`src/sv/ttcmr_pkg.sv`:
```
// Types, constants and small helpers for the median-ratio time-to-collision block.
// No dependencies; used by every module of the block.
package ttcmr_pkg;

    localparam int unsigned COORD_W    = 16;
    localparam int unsigned RATIO_W    = 24;
    localparam int unsigned TTC_W      = 40;
    localparam int unsigned STATUS_W   = 2;
    localparam int unsigned PERIOD_W   = 20;
    localparam int unsigned CFG_IDX_W  = 2;
    localparam int unsigned CFG_DATA_W = 20;
    localparam int unsigned SQ_W       = 32;
    localparam int unsigned SUM_W      = 33;
    localparam int unsigned DIV_W      = 48;
    localparam int unsigned MAG_W      = 37;
    localparam int unsigned DIV_STEPS  = 48;
    localparam int unsigned SQRT_STEPS = 24;
    localparam int unsigned BIT_IDX_W  = 5;

    localparam logic [CFG_IDX_W-1:0] CFG_PERIOD  = 2'd0;
    localparam logic [CFG_IDX_W-1:0] CFG_MINDIST = 2'd1;

    localparam logic [PERIOD_W-1:0] PERIOD_RST  = 20'd100000;
    localparam logic [COORD_W-1:0]  MINDIST_RST = 16'd1600;

    localparam logic [RATIO_W-1:0] ONE_Q16   = 24'h010000;
    localparam logic [RATIO_W-1:0] RATIO_MAX = 24'hFFFFFF;

    localparam logic [STATUS_W-1:0] ST_OK   = 2'd0;
    localparam logic [STATUS_W-1:0] ST_NONE = 2'd1;
    localparam logic [STATUS_W-1:0] ST_ONE  = 2'd2;
    localparam logic [STATUS_W-1:0] ST_SAT  = 2'd3;

    typedef struct packed {
        logic [COORD_W-1:0] prev_x;
        logic [COORD_W-1:0] prev_y;
        logic [COORD_W-1:0] curr_x;
        logic [COORD_W-1:0] curr_y;
        logic               last_match;
    } t_in;

    typedef struct packed {
        logic signed [TTC_W-1:0] ttc_us;
        logic [RATIO_W-1:0]      median_ratio;
        logic [STATUS_W-1:0]     status;
    } t_out;

    typedef enum logic [4:0] {
        S_IDLE, S_PINIT, S_RDI, S_LATI, S_RDJ, S_LATJ, S_SQ, S_SUM, S_CHK,
        S_DIV, S_SQRT, S_STORE, S_NEXT, S_MINIT, S_SINIT, S_SCAN, S_SBIT,
        S_MED, S_TINIT, S_TDIV, S_OUT
    } t_state;

    typedef struct packed {
        logic load;
        logic pinit;
        logic rd_i;
        logic lat_i;
        logic rd_j;
        logic lat_j;
        logic sq;
        logic sum;
        logic sat;
        logic div_ratio;
        logic sqrt_start;
        logic take_sqrt;
        logic store;
        logic next;
        logic minit;
        logic sinit;
        logic scan;
        logic sbit;
        logic med;
        logic div_ttc;
        logic take_ttc;
        logic out;
    } t_cmd;

    typedef struct packed {
        logic few_pts;
        logic keep;
        logic over;
        logic div_done;
        logic sqrt_done;
        logic j_more;
        logic i_more;
        logic r_zero;
        logic scan_done;
        logic bit_zero;
        logic second;
        logic med_one;
    } t_sts;

    function automatic logic [COORD_W-1:0] abs_diff(input logic [COORD_W-1:0] a,
                                                    input logic [COORD_W-1:0] b);
        abs_diff = (a > b) ? (a - b) : (b - a);
    endfunction

endpackage

```
`src/sv/ttcmr_ctrl.sv`:
```
// Sequencer: loads matches, walks pairs, runs median selection and the TTC divide.
// Depends on ttcmr_pkg.
module ttcmr_ctrl (
    input  logic              i_clk,
    input  logic              i_rst_n,
    input  logic              i_start,
    input  logic              i_last,
    input  ttcmr_pkg::t_sts   i_sts,
    output ttcmr_pkg::t_cmd   o_cmd,
    output logic              o_busy
);
    ttcmr_pkg::t_state r_state;
    ttcmr_pkg::t_state n_state;

    always_ff @(posedge i_clk) begin
        if (!i_rst_n) begin
            r_state <= ttcmr_pkg::S_IDLE;
        end else begin
            r_state <= n_state;
        end
    end

    always_comb begin
        n_state = r_state;
        case (r_state)
            ttcmr_pkg::S_IDLE:  if (i_start && i_last) n_state = ttcmr_pkg::S_PINIT;
            ttcmr_pkg::S_PINIT: n_state = i_sts.few_pts ? ttcmr_pkg::S_MINIT : ttcmr_pkg::S_RDI;
            ttcmr_pkg::S_RDI:   n_state = ttcmr_pkg::S_LATI;
            ttcmr_pkg::S_LATI:  n_state = ttcmr_pkg::S_RDJ;
            ttcmr_pkg::S_RDJ:   n_state = ttcmr_pkg::S_LATJ;
            ttcmr_pkg::S_LATJ:  n_state = ttcmr_pkg::S_SQ;
            ttcmr_pkg::S_SQ:    n_state = ttcmr_pkg::S_SUM;
            ttcmr_pkg::S_SUM:   n_state = ttcmr_pkg::S_CHK;
            ttcmr_pkg::S_CHK: begin
                if (!i_sts.keep) n_state = ttcmr_pkg::S_NEXT;
                else if (i_sts.over) n_state = ttcmr_pkg::S_STORE;
                else n_state = ttcmr_pkg::S_DIV;
            end
            ttcmr_pkg::S_DIV:   if (i_sts.div_done) n_state = ttcmr_pkg::S_SQRT;
            ttcmr_pkg::S_SQRT:  if (i_sts.sqrt_done) n_state = ttcmr_pkg::S_STORE;
            ttcmr_pkg::S_STORE: n_state = ttcmr_pkg::S_NEXT;
            ttcmr_pkg::S_NEXT: begin
                if (i_sts.j_more) n_state = ttcmr_pkg::S_RDJ;
                else if (i_sts.i_more) n_state = ttcmr_pkg::S_RDI;
                else n_state = ttcmr_pkg::S_MINIT;
            end
            ttcmr_pkg::S_MINIT: n_state = i_sts.r_zero ? ttcmr_pkg::S_OUT : ttcmr_pkg::S_SINIT;
            ttcmr_pkg::S_SINIT: n_state = ttcmr_pkg::S_SCAN;
            ttcmr_pkg::S_SCAN:  if (i_sts.scan_done) n_state = ttcmr_pkg::S_SBIT;
            ttcmr_pkg::S_SBIT:  n_state = i_sts.bit_zero ? ttcmr_pkg::S_MED : ttcmr_pkg::S_SCAN;
            ttcmr_pkg::S_MED:   n_state = i_sts.second ? ttcmr_pkg::S_SINIT : ttcmr_pkg::S_TINIT;
            ttcmr_pkg::S_TINIT: n_state = i_sts.med_one ? ttcmr_pkg::S_OUT : ttcmr_pkg::S_TDIV;
            ttcmr_pkg::S_TDIV:  if (i_sts.div_done) n_state = ttcmr_pkg::S_OUT;
            ttcmr_pkg::S_OUT:   n_state = ttcmr_pkg::S_IDLE;
            default:            n_state = ttcmr_pkg::S_IDLE;
        endcase
    end

    always_comb begin
        o_cmd = '0;
        case (r_state)
            ttcmr_pkg::S_IDLE:  o_cmd.load  = i_start;
            ttcmr_pkg::S_PINIT: o_cmd.pinit = 1'b1;
            ttcmr_pkg::S_RDI:   o_cmd.rd_i  = 1'b1;
            ttcmr_pkg::S_LATI:  o_cmd.lat_i = 1'b1;
            ttcmr_pkg::S_RDJ:   o_cmd.rd_j  = 1'b1;
            ttcmr_pkg::S_LATJ:  o_cmd.lat_j = 1'b1;
            ttcmr_pkg::S_SQ:    o_cmd.sq    = 1'b1;
            ttcmr_pkg::S_SUM:   o_cmd.sum   = 1'b1;
            ttcmr_pkg::S_CHK: begin
                o_cmd.sat       = i_sts.keep && i_sts.over;
                o_cmd.div_ratio = i_sts.keep && !i_sts.over;
            end
            ttcmr_pkg::S_DIV:   o_cmd.sqrt_start = i_sts.div_done;
            ttcmr_pkg::S_SQRT:  o_cmd.take_sqrt  = i_sts.sqrt_done;
            ttcmr_pkg::S_STORE: o_cmd.store = 1'b1;
            ttcmr_pkg::S_NEXT:  o_cmd.next  = 1'b1;
            ttcmr_pkg::S_MINIT: o_cmd.minit = !i_sts.r_zero;
            ttcmr_pkg::S_SINIT: o_cmd.sinit = 1'b1;
            ttcmr_pkg::S_SCAN:  o_cmd.scan  = 1'b1;
            ttcmr_pkg::S_SBIT:  o_cmd.sbit  = 1'b1;
            ttcmr_pkg::S_MED:   o_cmd.med   = 1'b1;
            ttcmr_pkg::S_TINIT: o_cmd.div_ttc  = !i_sts.med_one;
            ttcmr_pkg::S_TDIV:  o_cmd.take_ttc = i_sts.div_done;
            ttcmr_pkg::S_OUT:   o_cmd.out   = 1'b1;
            default:            o_cmd = '0;
        endcase
    end

    assign o_busy = (r_state != ttcmr_pkg::S_IDLE);
endmodule

```
`config.mk`:
```
export PLATFORM = sky130hd
export DESIGN_NAME = ttcmr_ctrl
export DESIGN_NICKNAME = d
export VERILOG_FILES = /design/src/sv/ttcmr_pkg.sv /design/src/sv/ttcmr_ctrl.sv
export SDC_FILE = /design/constraint.sdc
export NUM_CORES = 1
export LEC_CHECK = 0
export BUFFER_PORTS_ARGS = -buffer_cell sky130_fd_sc_hd__clkbuf_2
export CAP_MARGIN = 20
export CORE_UTILIZATION = 46
export DETAILED_ROUTE_END_ITERATION = 8
export PLACE_DENSITY = 0.79
export SETUP_SLACK_MARGIN = 0.05
export SLEW_MARGIN = 20
export SYNTH_ARGS = -nofsm -noshare
export SYNTH_HDL_FRONTEND = slang
export SYNTH_SLANG_ARGS = --single-unit
```
`constraint.sdc`:
```
create_clock -name i_clk -period 2.17 [get_ports i_clk]
set_input_delay 0.3255 -clock i_clk [delete_from_list [all_inputs] [get_ports i_clk]]
set_output_delay 0.3255 -clock i_clk [all_outputs]
set_load 0.1 [all_outputs]
```
==> Yosys cells after proc, flatten, opt, wreduce, memory -nomap -nowiden <==
Cells that the tools add are included.
Widths: inputs -> output; s select.
{ "word_totals": {"regBits": 5, "word_cells": 71} }
{ "classes": {"n_mux": 36, "n_eq_ne": 25, "reduce_logical": 9} }
{ "ops": {"columns": ["cell", "n"], "rows": [
  ["$pmux 5 s20", 1],
  ["$eq 5x4->1 const B", 8],
  ["$mux 5", 8],
  ["$eq 5x5->1 const B", 5],
  ["$eq 5x3->1 const B", 4],
  ["$mux 1", 20],
  ["$mux 4", 3],
  ["$eq 5x2->1 const B", 2],
  ["$ne 2x2->1 const B", 5],
  ["$mux 3", 2],
  ["$eq 5x1->1 const B", 1],
  ["$logic_not 5->1", 1],
  ["$reduce_and 5->1", 1],
  ["$reduce_bool 5->1", 1],
  ["$mux 2", 2],
  ["$logic_and 1x1->1", 3],
  ["$logic_not 1->1", 3]
]} }

==> Depth between registers and ports, before layout <==
Gate-level depths: netlist of the first run.
{ "depth": {"ltp_word": 3, "mapped_depth": 7, "depth_no_buf": 5} }

==> Worst setup path before layout of the first run <==
Ideal clock, no wire load.
{ "synth_timing": {"kind": "register to output", "from": "register r_state[2]", "to": "output o_cmd[0] (netlist name)", "stages_incl_launch_ff": 5, "setup_slack_ns": -1.191, "required_ns": 1.845, "arrival_time_ns": 3.035, "path_buffers": 2, "path_cell_list": "dfxtp_1 buf_2 buf_2 nand2_1 nor3b_1"} }
{ "synth_rtl": {"columns": ["item", "line", "rtl"], "rows": [
  ["start, declared", "ttcmr_ctrl.sv:12", "ttcmr_pkg::t_state r_state;"],
  ["start signal, assigned", "ttcmr_ctrl.sv:17", "r_state <= ttcmr_pkg::S_IDLE;"],
  ["start signal, assigned", "ttcmr_ctrl.sv:19", "r_state <= n_state;"],
  ["end, declared", "ttcmr_ctrl.sv:9", "output ttcmr_pkg::t_cmd o_cmd,"]
]} }

==> results of run 1 <==
kinds of logic after synthesis:
group,Yosys count,synth area share (%)
and+or+nand+nor,75,47.4
AOI/OAI and AO/OA,32,28.4
buffers and inverters,21,12.5
DFF,5,11.7
layer usage:
layer | vias to the layer above | part of all wire, %
met5 | - | 0
met4 | 0 | 1.3
met3 | 6 | 8.9
met2 | 75 | 52
met1 | 543 | 38
li1 | 557 | -
critical path: stages, from the launching register on:
cell	delay, ns
dfxtp_1	0.37
buf_4	0.21
nand2b_1	0.24
nand3b_1	0.26
nor2_2	0.18
buf_12	0.19
cell type report:
class | count | share of cell area, %
clock buffers | 4 | 1.74
inverters | 8 | 1.99
multi-input cells | 107 | 50.2
flip-flops and latches | 5 | 6.63
well taps | 25 | 2.07
repair buffers | 45 | 37.4
worst min path at each step:
stage	end	slack, ns	cells after the start
after floorplan	r_state[2]$_SDFFE_PN0P_	0.44	1
after global placement	r_state[2]$_SDFFE_PN0P_	0.56	2
after detailed placement	r_state[2]$_SDFFE_PN0P_	0.59	2
after CTS	r_state[2]$_SDFFE_PN0P_	0.34	2
after global routing	r_state[2]$_SDFFE_PN0P_	0.34	2
final	r_state[2]$_SDFFE_PN0P_	0.34	2
power by group:
part           total (uW)  internal [uW]  switching, uW
sequential            185            126           58.5
combinational        1630            525           1100
clock                 107           69.4           37.3
total                1920            721           1200
placed cells by master (no fill, tap or decap), types with 2 or more instances in the layout:
cell      synthesis  final
buf_12            0     21
nor2_1           25     16
clkbuf_2          0     16
nand2_1           8      8
inv_1             8      8
nor2_2            1      7
a21oi_1           7      7
buf_4             0      7
nand2b_1          6      6
nor3_4            0      5
dfxtp_1           5      5
o32ai_1           4      4
nand3_1           4      4
or3_1             3      3
nor2_4            0      3
nand3b_1          3      3
o21ai_0           3      3
nor4_1            3      3
o32a_1            3      3
o22ai_1           3      3
clkbuf_4          0      3
or3b_1            3      2
nor3_2            0      2
and3b_1           2      2
o211ai_1          2      2
through the flow:
step / std cells / setup slack (ns)
2_1_floorplan: 133 / -0.377
4_1_cts: 194 / 0.0659
3_3_place_gp: 190 / 0.365
5_1_grt: 194 / 0.0574
6_report: 194 / 0.140
3_5_place_dp: 190 / 0.323
==> out/metrics.cfg, run 1 <==
[outcome]
status=finished, final reports clean

[routing]
drt_iter0_markers=47
firstDrtPassIters=4
vias=1181
ant_nets=0
wl_um=2760
route.detailed.drc=0
routedWlPerCell_um=14.2
via_per_inst=6.09

[floorplanning]
fp-row-count=15
start_util_pct=49.4
die_y_um=45.1
coreArea_um2=1730
die_w_um=45.1
die-area_um2=2030
io_pins=39

[logic_synthesis]
syn_avg_cell_area_um2=6.42
yosys-top-cells-area=dfxtp_1 12%, nor2_1 11%, buf_2 5.9%
synth_cells=133
synth-seq-cells=5
async_flop_share_pct=0
synth_fp_nets=149
synth_common_cells=25 x nor2_1, 10 x buf_2, 8 x inv_1, 8 x nand2_1, 8 x nor3_1
yosysTopAreaCell=dfxtp_1
synth-main-ff-cell=dfxtp_1
synth_top_area_share_pct=11.7
syn_area_um2=853
post-synth-top-count-cell=nor2_1
ys_seq_area_share_pct=11.7
synth.distinct_cells=40
synth_edf_count=0
ys_warn_count=0

[min_path]
hold_class=in -> reg
worstHoldStart=i_rst_n

[global_route]
grt_pass1_vias=1020
met2_usage_pct=52.8
grt_overflow=0
busiest_layer=met2
antenna_found_initial=0
met1_usage_pct=35.8
grt_max_degree=21
grt_pass1_wl_um=4400
grt_use_total_pct=29.0
grtUsageMet3_pct=3.20

[critical_path]
cp-end-kind=output pin
r2r_start=r_state[4]$_SDFFE_PN0P_
cp_data_arrival_time_ns=1.70
reg2reg_slack_ns=0.27
endpoint=o_cmd[13]
r2r_end=r_state[2]$_SDFFE_PN0P_
critical_path.startpoint=r_state[4]$_SDFFE_PN0P_
cp_data_required_time_ns=1.84
cp-start-kind=flop
reg2reg_depth=6
critPathKind=reg -> out
path_max_fanout=15

[cells_and_area]
final_core_util_pct=87.5
n_fill_cell=84
drive_gt1_share_pct=42.6
antennaDiodeCount=0
top_register=r_state
largest_reg_flops=5
regArea_um2=100
syn_to_final_growth_pct=77.0
reg_top3=r_state (5)
fin_nets=186
postLayoutCellArea_um2=1510
multi_input_area_um2=758

[placement]
dpl.hpwl_um=2210
port_buffers=38
placed_area_um2=1480
gp_congestion=1.00

[clock_network]
cts.reportedPaths.clkPinSlew_ns=0.05
clk_latency_ns=0.24
cts_buffers=3
htreeDepth=1
cts.sinks=5
cts_tree=yes
clk_path_buf_depth=2
postCtsSetupBuffers=0
cts_hold_buf=0
cts_root_buffer=clkbuf_4
cts_resized=0

[flow_run]
maxCapViolCount=0

[sta]
setup_viol=0
whs_ns=0.343
relSlewSlack_pct=64.3
fmax_ghz=0.493
slew_viol_final=0
setup_tns_ns=0
tightest_slew_ns=0.538
min_period_ns=2.03
finalHoldViolations=0
rsz0062_at_grt=no
period_share_pct=93.5
skew_ns=0.00988

[power]
power_density_nw_per_um2=1270
total_power_uw=1920
max-vdd-ir-drop_mv=2.25
p_leak_uw=0.000591

Power figures use the tool's default switching activity.
==> inputs of run 2 (changes only) <==
--- a/config.mk
+++ b/config.mk
@@ -7,9 +7,12 @@
 export LEC_CHECK = 0
 export BUFFER_PORTS_ARGS = -buffer_cell sky130_fd_sc_hd__clkbuf_2
 export CAP_MARGIN = 20
-export CORE_UTILIZATION = 46
+export CELL_PAD_IN_SITES_DETAIL_PLACEMENT = 1
+export CELL_PAD_IN_SITES_GLOBAL_PLACEMENT = 1
+export CORE_UTILIZATION = 31
 export DETAILED_ROUTE_END_ITERATION = 8
-export PLACE_DENSITY = 0.79
+export PLACE_DENSITY = 0.82
+export REMOVE_ABC_BUFFERS = 1
 export SETUP_SLACK_MARGIN = 0.05
 export SLEW_MARGIN = 20
 export SYNTH_ARGS = -nofsm -noshare
==> out/metrics.cfg, run 2 (synthesis results as in run 1) <==
[global_route]
grt_pass1_wl_um=5550
antenna_found_initial=0
grt_use_total_pct=26.0
grt_overflow=0
grt_pass1_vias=1208
grt_max_degree=16

[min_path]
hold_class=in -> reg

[clock_network]
cts.reportedPaths.clkPinSlew_ns=0.04
clk_path_buf_depth=2
cts.sinks=5
cts_buffers=3
clk_latency_ns=0.25
cts_hold_buf=0
cts_tree=yes
htreeDepth=1
cts_root_buffer=clkbuf_4

[routing]
routedWlPerCell_um=17.7
wl_um=3570
firstDrtPassIters=4
route.detailed.drc=0
drt_iter0_markers=27
via_per_inst=5.91
vias=1193
ant_nets=0

[power]
p_leak_uw=0.000557
sw_frac_of_total_pct=63.8
p_clk_share_pct=6.2
netSwitchingPower_uw=1160
max-vdd-ir-drop_mv=0.779
power_density_nw_per_um2=1320
power.internal_uw=658
p_seq_share_pct=11.2
pwr-share-comb_pct=82.6

[cells_and_area]
final_core_util_pct=54.0
drive_gt1_share_pct=37.2
instances_no_fill=202
n_fill_cell=337
syn_to_final_growth_pct=61.1
reg_top3=r_state (5)
final_common_cell=nor2_1
largest_reg_flops=5
antennaDiodeCount=0
fin_nets=189
postLayoutCellArea_um2=1380
mostFrequentLayoutCells=23 x nor2_1, 17 x buf_4, 16 x clkbuf_2
top_register=r_state

[sta]
tightest_slew_ns=0.545
skew_ns=0.00218
min_period_ns=2.17
period_share_pct=100
setup_tns_ns=-0.000999
rsz0062_at_grt=yes
relSlewSlack_pct=63.8
fmax_ghz=0.461
finalHoldViolations=0
setup_viol=1
slew_viol_final=0
setup_ws_ns=-0.000999

[placement]
dpl.hpwl_um=2720
placed_area_um2=1320
dpl.cell_count=197
gp_congestion=0.943
port_buffers=38

[floorplanning]
die-area_um2=2970
die_w_um=54.5
start_util_pct=33.5
io_pins=39
coreArea_um2=2540
fp-row-count=18
die_y_um=54.5

[flow_run]
maxCapViolCount=0

[critical_path]
path_max_fanout=10
cp-end-kind=output pin
cp_data_arrival_time_ns=1.85
cp-start-kind=flop
cp_data_required_time_ns=1.84
critPathKind=reg -> out

[outcome]
status=complete, but fails checks
violations=setup timing

==> run 2: stage by stage <==
stage / hold WS [ns] / total power [uW] / worst slack [ns]
detailed placement: 0.587 / 1670 / 0.285
global placement: 0.590 / 1610 / 0.340
global route: 0.353 / 1920 / -0.0352
floorplan: 0.443 / 1240 / -1.37
CTS: 0.336 / 1780 / 0.0280
finish: 0.338 / 1820 / -0.000999
==> run 2: critical path: stages (launching register included) <==
cell	delay, ns
dfxtp_1	0.40
or3b_1	0.57
nor3_2	0.39
buf_12	0.22
==> run 2: area by class of cell <==
class	count	area [um^2]	area share, %
multi-input combinational	107	672	48.9
timing repair buffer	48	508	36.9
sequential	5	101	7.37
tap	30	37.5	2.73
inverter	8	30.0	2.18
clock buffer	4	26.3	1.91
==> run 2: timing repair <==
action,CTS,global route
setup buffers,0,1
resized for setup,1,6
endpoints found under the setup margin,3,7
==> run 2: per-layer routing <==
| layer | GRT usage, % | vias to the layer above | wire [um] |
|---|---|---|---|
| met4 | 8.97 | 0 | 86 |
| met3 | 3.61 | 8 | 169 |
| met2 | 47.2 | 48 | 1830 |
| li1 | - | 556 | - |
| met5 | 0 | - | 0 |
| met1 | 30.7 | 581 | 1480 |
==> run 2: final timing paths <==
path,start,endpoint,slack (ns),cells past startpoint
max reg2reg,r_state[4]$_SDFFE_PN0P_,r_state[0]$_SDFFE_PN0P_,0.26,5
min,i_rst_n,r_state[2]$_SDFFE_PN0P_,0.34,2
min reg2reg,r_state[1]$_SDFFE_PN0P_,r_state[2]$_SDFFE_PN0P_,0.81,3
max,r_state[2]$_SDFFE_PN0P_,o_cmd[2],-0.001,3
==> run 2: power by group through the flow <==
stage	registers [uW]	clock network [uW]	logic [uW]
finish	204	112	1500
global route	209	116	1590
CTS	197	111	1480
detailed placement	195	0	1470
global placement	188	0	1430
floorplan	241	0	1000
